File: src/rtl/core/mtf_pkg.sv
// ----------------------------------------------------------------------------
// Minutia triangle features package
// Shared widths, constants and the arctangent table of the angle lanes.
// ----------------------------------------------------------------------------
`default_nettype none

package mtf_pkg;

    localparam int COORD_BITS_DEF = 10;
    localparam int ANGLE_BITS_DEF = 16;

    localparam int CORDIC_STEPS = 30;
    localparam int LANE_LAT     = CORDIC_STEPS + 2;
    localparam int XY_W         = 62;
    localparam int Z_W          = 34;

    localparam int MAX_SIZE_W = 11;
    localparam logic [MAX_SIZE_W-1:0] MAX_SIZE_RESET = 11'd690;

    localparam int QUAL_W     = 16;
    localparam int QSUM_W     = QUAL_W + 2;
    localparam int QPROD_W    = 2 * QSUM_W;
    localparam int QUAL_SHIFT = 19;
    localparam logic [QSUM_W-1:0] QUAL_RECIP = 18'd174763;
    localparam logic [QUAL_W-1:0] QUAL_LOW   = 16'd66;
    localparam logic [QUAL_W-1:0] QUAL_HIGH  = 16'd65470;

    localparam int SIDE_W    = 16;
    localparam int DIV_STEPS = SIDE_W;

    localparam logic signed [Z_W-1:0] Z_PI      = 34'sh0_8000_0000;
    localparam logic signed [Z_W-1:0] Z_HALF_PI = 34'sh0_4000_0000;

    localparam logic [31:0] ATAN_TAB [CORDIC_STEPS] = '{
        32'h20000000, 32'h12E4051E, 32'h09FB385B, 32'h051111D4, 32'h028B0D43,
        32'h0145D7E1, 32'h00A2F61E, 32'h00517C55, 32'h0028BE53, 32'h00145F2F,
        32'h000A2F98, 32'h000517CC, 32'h00028BE6, 32'h000145F3, 32'h0000A2F9,
        32'h0000517C, 32'h000028BE, 32'h0000145F, 32'h00000A2F, 32'h00000517,
        32'h0000028B, 32'h00000145, 32'h000000A2, 32'h00000051, 32'h00000028,
        32'h00000014, 32'h0000000A, 32'h00000005, 32'h00000002, 32'h00000001
    };

endpackage

`default_nettype wire

File: src/rtl/core/mtf_side_unit.sv
// ----------------------------------------------------------------------------
// Minutia triangle features side unit
// Longest squared side, pipelined square root and division by the diagonal.
// ----------------------------------------------------------------------------
`default_nettype none

module mtf_side_unit
    import mtf_pkg::*;
#(
    parameter int COORD_BITS = COORD_BITS_DEF
) (
    input  wire logic                    i_clk,
    input  wire logic                    i_en,
    input  wire logic [2*COORD_BITS:0]   i_l2_ab,
    input  wire logic [2*COORD_BITS:0]   i_l2_bc,
    input  wire logic [2*COORD_BITS:0]   i_l2_ca,
    input  wire logic [MAX_SIZE_W-1:0]   i_max_size,
    output logic      [SIDE_W-1:0]       o_side
);

    localparam int L2W   = 2 * COORD_BITS + 1;
    localparam int RW    = COORD_BITS + 17;
    localparam int V_W   = 2 * RW;
    localparam int REM_W = RW + 2;
    localparam int DW    = RW + DIV_STEPS;
    localparam int MSQ_W = 2 * MAX_SIZE_W;
    localparam int CMP_W = L2W + MSQ_W;

    logic [L2W-1:0]   l2_max;
    logic [MSQ_W-1:0] msq;
    logic             n_sat;

    logic [V_W-1:0]   r_v    [RW+1];
    logic [REM_W-1:0] r_rem  [RW+1];
    logic [RW-1:0]    r_root [RW+1];
    logic             r_sat  [RW+1];

    logic [RW-1:0]        r_drem [DIV_STEPS];
    logic [SIDE_W-1:0]    r_q    [DIV_STEPS];
    logic                 r_dsat [DIV_STEPS];

    always_comb begin
        l2_max = i_l2_ab;
        if (i_l2_bc > l2_max) begin
            l2_max = i_l2_bc;
        end
        if (i_l2_ca > l2_max) begin
            l2_max = i_l2_ca;
        end
        msq   = MSQ_W'(i_max_size) * MSQ_W'(i_max_size);
        n_sat = CMP_W'(l2_max) >= CMP_W'(msq);
    end

    always_ff @(posedge i_clk) begin
        if (i_en) begin
            r_v[0]    <= V_W'({l2_max, 32'd0});
            r_rem[0]  <= '0;
            r_root[0] <= '0;
            r_sat[0]  <= n_sat;
        end
    end

    for (genvar k = 0; k < RW; k++) begin : g_sqrt
        logic [REM_W-1:0] rem_sh, trial;
        logic             ge;

        assign rem_sh = {r_rem[k][REM_W-3:0], r_v[k][V_W-1 -: 2]};
        assign trial  = {r_root[k], 2'b01};
        assign ge     = rem_sh >= trial;

        always_ff @(posedge i_clk) begin
            if (i_en) begin
                r_v[k+1]    <= r_v[k] << 2;
                r_rem[k+1]  <= ge ? rem_sh - trial : rem_sh;
                r_root[k+1] <= {r_root[k][RW-2:0], ge};
                r_sat[k+1]  <= r_sat[k];
            end
        end
    end

    for (genvar d = 0; d < DIV_STEPS; d++) begin : g_div
        logic [RW-1:0]     src_rem;
        logic [SIDE_W-1:0] src_q;
        logic              src_sat;
        logic [DW-1:0]     den;
        logic              ge;

        if (d == 0) begin : g_first
            assign src_rem = r_root[RW];
            assign src_q   = '0;
            assign src_sat = r_sat[RW];
        end else begin : g_next
            assign src_rem = r_drem[d-1];
            assign src_q   = r_q[d-1];
            assign src_sat = r_dsat[d-1];
        end

        assign den = DW'(i_max_size) << (DIV_STEPS - 1 - d);
        assign ge  = DW'(src_rem) >= den;

        always_ff @(posedge i_clk) begin
            if (i_en) begin
                r_drem[d] <= ge ? src_rem - den[RW-1:0] : src_rem;
                r_q[d]    <= {src_q[SIDE_W-2:0], ge};
                r_dsat[d] <= src_sat;
            end
        end
    end

    assign o_side = r_dsat[DIV_STEPS-1] ? '1 : r_q[DIV_STEPS-1];

endmodule

`default_nettype wire

File: config.mk
export PLATFORM = sky130hd
export DESIGN_NAME = mtf_side_unit
export DESIGN_NICKNAME = d
export VERILOG_FILES = /design/src/rtl/core/mtf_pkg.sv /design/src/rtl/core/mtf_side_unit.sv
export SDC_FILE = /design/constraint.sdc
export NUM_CORES = 2
export LEC_CHECK = 0
export BUFFER_PORTS_ARGS = -buffer_cell sky130_fd_sc_hd__clkbuf_2
export CAP_MARGIN = 20
export CORE_MARGIN = 2
export CORE_UTILIZATION = 40
export CTS_BUF_LIST = sky130_fd_sc_hd__clkbuf_2
export CTS_CLUSTER_SIZE = 24
export DETAILED_ROUTE_END_ITERATION = 8
export SYNTH_ARGS = -nofsm -noshare
export SYNTH_HDL_FRONTEND = slang
export SYNTH_SLANG_ARGS = --single-unit
export TNS_END_PERCENT = 100
File: constraint.sdc
create_clock -name i_clk -period 6.9 [get_ports i_clk]
set_clock_uncertainty 0.1 [all_clocks]
set_input_delay 0.345 -clock i_clk [delete_from_list [all_inputs] [get_ports i_clk]]
set_output_delay 0.345 -clock i_clk [all_outputs]
set_load 0.01 [all_outputs]
After elaboration in Yosys (flattened, before gate mapping)
Memories as Yosys holds them, arrays and structs flattened.
Index checks and enable logic that the tools add are counted.
{"block": "word_totals", "ram_bits": 3756, "n_memories": 7, "in_bits": 76, "output_inout_bits": 16, "latchBits": 0, "wordCells": 145, "rom_bits": 0, "ff_bits": 0}
{"name": "r_v", "words": 28, "width": 52, "rd": 27, "rd_ports_with_merged_regs": 0, "wr": 28, "line_no": "mtf_side_unit.sv:33", "rtl": "logic [V_W-1:0] r_v [RW+1];"}
{"name": "r_rem", "words": 28, "width": 29, "rd": 27, "rd_ports_with_merged_regs": 0, "wr": 28, "line_no": "mtf_side_unit.sv:34", "rtl": "logic [REM_W-1:0] r_rem [RW+1];"}
{"name": "r_root", "words": 28, "width": 27, "rd": 28, "rd_ports_with_merged_regs": 0, "wr": 28, "line_no": "mtf_side_unit.sv:35", "rtl": "logic [RW-1:0] r_root [RW+1];"}
{"name": "r_drem", "words": 16, "width": 27, "rd": 15, "rd_ports_with_merged_regs": 0, "wr": 16, "line_no": "mtf_side_unit.sv:38", "rtl": "logic [RW-1:0] r_drem [DIV_STEPS];"}
{"name": "r_q", "words": 16, "width": 16, "rd": 16, "rd_ports_with_merged_regs": 0, "wr": 16, "line_no": "mtf_side_unit.sv:39", "rtl": "logic [SIDE_W-1:0] r_q [DIV_STEPS];"}
{"name": "r_sat", "words": 28, "width": 1, "rd": 28, "rd_ports_with_merged_regs": 0, "wr": 28, "line_no": "mtf_side_unit.sv:36", "rtl": "logic r_sat [RW+1];"}
{"name": "+1 memories"}
{"block": "op_classes", "div": 0, "n_lt_le_gt_ge": 46, "n_reduce_logical": 0, "mux": 48, "shifts": 0, "multipliers": 1, "bitwise_logic": 0, "eq_ne": 0, "n_addsub": 43}
{"op": "$ge A29 B29 Y1", "n": 27}
{"op": "$mux W29", "n": 27}
{"op": "$sub A29 B29 Y29", "n": 27}
{"op": "$mux W27", "n": 16}
{"op": "$gt A21 B21 Y1", "n": 2}
{"op": "$mux W21", "n": 2}
{"op": "$ge A27 B11 Y1", "n": 1}
{"op": "$ge A27 B12 Y1", "n": 1}
{"op": "$ge A27 B13 Y1", "n": 1}
{"op": "$ge A27 B14 Y1", "n": 1}
{"op": "$ge A27 B15 Y1", "n": 1}
{"op": "$ge A27 B16 Y1", "n": 1}
{"op": "$ge A27 B17 Y1", "n": 1}
{"op": "$ge A27 B18 Y1", "n": 1}
{"op": "$ge A27 B19 Y1", "n": 1}
{"op": "$ge A27 B20 Y1", "n": 1}
{"op": "$ge A27 B21 Y1", "n": 1}
{"op": "$ge A27 B22 Y1", "n": 1}
{"op": "$ge A27 B23 Y1", "n": 1}
{"op": "$ge A27 B24 Y1", "n": 1}
{"op": "$ge A27 B25 Y1", "n": 1}
{"op": "$ge A27 B26 Y1", "n": 1}
{"op": "$sub A27 B11 Y27", "n": 1}
{"op": "$sub A27 B12 Y27", "n": 1}
{"op": "18 further kinds", "n": 19}

Logic depth before layout (Yosys ltp)
{"block": "depth", "depth_word": 5, "depth_mapped": 32}

Worst setup path after synthesis
No wires, ideal clock.
{"block": "synth_path", "path_type": "input to register", "startpoint": "input port i_max_size[2]", "endpoint": "memory r_sat[0][0], data pin", "path_slack_ns": -0.156, "n_path_buf": 1, "arrival_ns": 6.776, "cell_stages": 28, "cell_sequence": "clkbuf_1 -> inv_1 -> nor2_1 -> fa_1 -> inv_1 -> fa_1 -> inv_1 -> fa_1 -> inv_1 -> fa_1 -> fa_1 -> inv_1 -> ha_1 -> and3_1 -> a22oi_1 -> o31ai_1 -> o41a_1 -> a41o_1 -> o21ai_0 -> and2_1 -> xnor2_1 -> ha_1 -> nand4_1 -> nor4_1 -> a221o_1 -> a21oi_1 -> and2_0 -> a221oi_1"}
{"item": "start: declaration", "line_no": "mtf_side_unit.sv:17", "rtl": "input wire logic [MAX_SIZE_W-1:0] i_max_size,"}
{"item": "end: declaration", "line_no": "mtf_side_unit.sv:36"}

==> PnR_summary.wiki <==
{| class="wikitable"
! Metric !! Value
|-
| Die width || 490 um
|-
| CP peak stage delay || 610 ps
|-
| Sequential-to-total area share from yosys stat || 55.2%
|-
| Power density cells || 299 nW/um^2
|-
| Max Cap Viol || 0
|-
| Outcome || finished, final reports clean
|-
| Critical path launch point type || input port
|-
| Static leakage || 42.0 nW
|-
| Number of flops mapped to enable cells by yosys || 1738
|-
| Critical path data arrival time || 8240 ps
|-
| Async SR Flop Fraction || 0%
|-
| Final-report hold violation count || 0
|-
| HPWL after DPL || 146000 um
|-
| Instance area at placement || 99600 um^2
|-
| Required time at the endpoint of the critical path || 8280 ps
|-
| H-Tree Level Count || 5
|-
| Remaining max-slew budget at the tightest pin || 18.1%
|-
| CORE AREA || 235000 um^2
|-
| Internal reg-to-reg setup slack || 2450 ps
|-
| First-pass GRT wire length || 329000 um
|-
| Max-slew violation count || 0
|-
| Gate Count Post-Synth || 8004
|-
| End of the worst hold path || r_dsat[3][3]$_DFFE_PP_
|-
| Compound-cell area share of the yosys netlist || 11.0%
|-
| Vert. Die Dim || 490 um
|-
| Routed Antenna Nets || 0
|-
| Aggregate global-route resource usage || 16.7%
|-
| Count of port buffers added during placement || 91
|-
| Row count || 178
|-
| Area added between synthesis and finish || 11.7%
|-
| Reg2Reg Capture Point || r_rem[1][229]$_DFFE_PP_
|-
| Detailed-route wire length per cell || 16.8 um
|-
| Via-to-Cell Ratio || 5.15
|-
| CP dominant cell by count || dlygate4sd3_1
|-
| Length in cells of the worst reg-to-reg path || 11
|-
| Detailed-routing iteration count for the pre-antenna-repair pass || 6
|-
| Non-Filler Cell Area, Final || 106000 um^2
|-
| Post-synthesis simple-gate area fraction || 11.5%
|-
| Die area || 240000 um^2
|-
| Initial cell density of the core || 40.2%
|-
| Library cell occupying the most area in the post-synthesis netlist || edfxtp_1
|-
| Proportion of layout cells with a drive suffix above 1 || 12.5%
|-
| Worst-path clk slew || 90 ps
|-
| Main synth FF type || edfxtp_1
|-
| Setup repair after global routing missed its margin || false
|-
| Post-synth design cell area || 94600 um^2
|-
| Hold Startpoint || r_dsat[3][2]$_DFFE_PP_
|-
| Post-synth net total || 8835
|-
| TritonCTS clock tree || done
|-
| Startpoint of the worst-slack reg-to-reg timing path || r_rem[1][174]$_SDFFCE_PP0P_
|-
| Combinational family with the most area after synthesis || simple AND/OR/NAND/NOR gates
|-
| Max IR drop VDD || 0.163 mV
|-
| Register bit count reported by yosys || 1738
|-
| Clock Tree Root || clkbuf_2
|-
| Area share of the largest cell type after synthesis || 55.2%
|-
| Final period demand of the worst path || 6860 ps
|-
| Critical path class || input port to flop
|-
| Commonest cells after routing, fill and taps aside || 1738 x edfxtp_1, 731 x clkbuf_2, 686 x inv_1
|-
| Initial DRC count || 4104
|-
| Largest fanout of any net on the critical path || 17
|-
| Setup slack of the critical path after layout || 37.4 ps
|-
| Pre-CTS WS || -319 ps
|-
| Mean instance size in the synthesized netlist || 11.8 um^2
|-
| Hold path depth || 0
|-
| Worst Tran Pin Value || 1230 ps
|-
| Sinks on the clock net || 1738
|-
| Synth area leaders || edfxtp_1 55%, ha_1 8.7%, xor2_1 3.4%, xnor2_1 3.1%, inv_1 2.7%
|-
| Remaining routing DRC violations || 0
|-
| Via Count || 63000
|-
| Mux share of post-synthesis cell area || 1.83%
|-
| Count of warnings emitted by yosys || 0
|-
| Fmax achieved || 146 MHz
|-
| Kind of capture point of the worst setup path || flop
|-
| Inserted Clock Buffers || 464
|-
| Initial antenna violation count || 4
|-
| I/O pin count || 92
|-
| Clock network latency to the later pin of the worst-skew pair || 1880 ps
|-
| Total congestion overflow || 0
|-
| Vias in the first global route || 63400
|-
| Parity-gate share of the synthesized area counting xor and xnor cells || 6.44%
|-
| Aggregate negative setup slack || 0 ps
|-
| Final setup violation count || 0
|-
| Path class of the lowest-slack min-delay path || flop to flop
|-
| Maximum number of pins on one net before global-route repair || 192
|-
| Slowest cell on the critical path || dlygate4sd3_1
|-
| Post-synthesis share of cell area spent on full adders, half adders and majority gates || 10.7%
|-
| Number of different library cells in the post-synthesis netlist || 97
|-
| Fin nets || 9579
|-
| Deepest clock path buffer count || 4
|-
| Most frequent standard cell in the layout excluding fill and tap cells || edfxtp_1
|-
| Fin crit share || 99.5%
|-
| Detailed-route wire length || 205000 um
|-
| Routability-driven placement congestion ratio || 0.856
|}
[worst max-delay path: cells and delay by family]
| kind | cells | cell delay, ps |
|---|---|---|
| adders and majority gates | 3 | 840 |
| and+or+nand+nor | 6 | 960 |
| buffers and inverters | 10 | 3610 |
| AOI/OAI and AO/OA | 10 | 2340 |
| muxes | 1 | 110 |
[worst max path at each step]
stage                             start                    end  slack [ps]  cells after the start
final                       i_l2_ab[12]  r_sat[0][0]$_DFFE_PP_          40                     30
after global routing         i_l2_ab[7]  r_sat[0][0]$_DFFE_PP_           3                     35
after CTS                    i_l2_ab[6]  r_sat[0][0]$_DFFE_PP_          30                     36
after detailed placement  i_max_size[2]  r_sat[0][0]$_DFFE_PP_        -320                     28
after global placement    i_max_size[2]  r_sat[0][0]$_DFFE_PP_        -360                     28
after floorplan           i_max_size[5]  r_sat[0][0]$_DFFE_PP_          30                     29
[timing repair]
item,in CTS,in global routing
hold endpoints to repair,2052,2
setup endpoints to repair,0,1
gates resized for setup,0,10
buffers inserted,0,1
hold buffers,201,2
[where the power goes]
part | internal, mW | switching [mW] | total (mW)
sequential | 13.8 | 1.07 | 14.9
clock | 2.66 | 4.20 | 6.86
combinational | 4.49 | 5.34 | 9.83
total | 21.0 | 10.6 | 31.6
[cell type report]
type / instances / area, um^2
antenna: 7 / 17.5
clock buffer: 641 / 3210
clock inverter: 148 / 716
fill: 21800 / 130000
inverter: 694 / 2620
multi-input combinational: 5436 / 39400
sequential: 1738 / 52200
tap: 3150 / 3940
timing repair buffer: 414 / 3600
[registers in the layout, indices dropped and copies added (netlist names)]
| register | count |
|---|---|
| r_drem | 405 |
| r_dsat | 16 |
| r_v | 131 |
| r_rem | 644 |
| r_q | 136 |
| r_root | 378 |
| r_sat | 28 |
[cell families after synthesis]
kind of cell | count (synthesis)
AO/OA/AOI/OAI | 1651
XOR/XNOR | 696
adder cells (fa/ha/maj) | 755
buffers and inverters | 830
flip-flops | 1738
multiplexers | 158
other | 1
AND/OR/NAND/NOR | 2175
[metrics by stage]
step | hold WS, ps | util, % | instances | power [mW]
finish | 190 | 44.9 | 12200 | 31.6
detailed placement | 305 | 42.3 | 11200 | 24.7
floorplan | 300 | - | 8004 | 21.9
CTS | 18.5 | 44.9 | 12200 | 32.0
global placement | 300 | 42.3 | 11200 | 24.5
global route | 130 | 44.9 | 12200 | 33.9
[synthesized netlist by cell type (all sizes together) (111+ instances only)]
cell	n
a21o	214
a21oi	431
clkbuf	111
edfxtp	1738
ha	660
inv	691
mux2	117
nand2	606
nor2	490
nor3	211
nor4	129
o21ai	471
xnor2	333
xor2	363
[metal layers]
layer,vias up,global-route usage [%],part of all wire (%)
li1,31100,-,-
met1,30100,21.6,45
met2,1414,28.4,48
met3,400,2.91,4.5
met4,2,5.55,2.5
met5,-,0,0.0063
No activity file was read; power rests on OpenSTA's default activity.
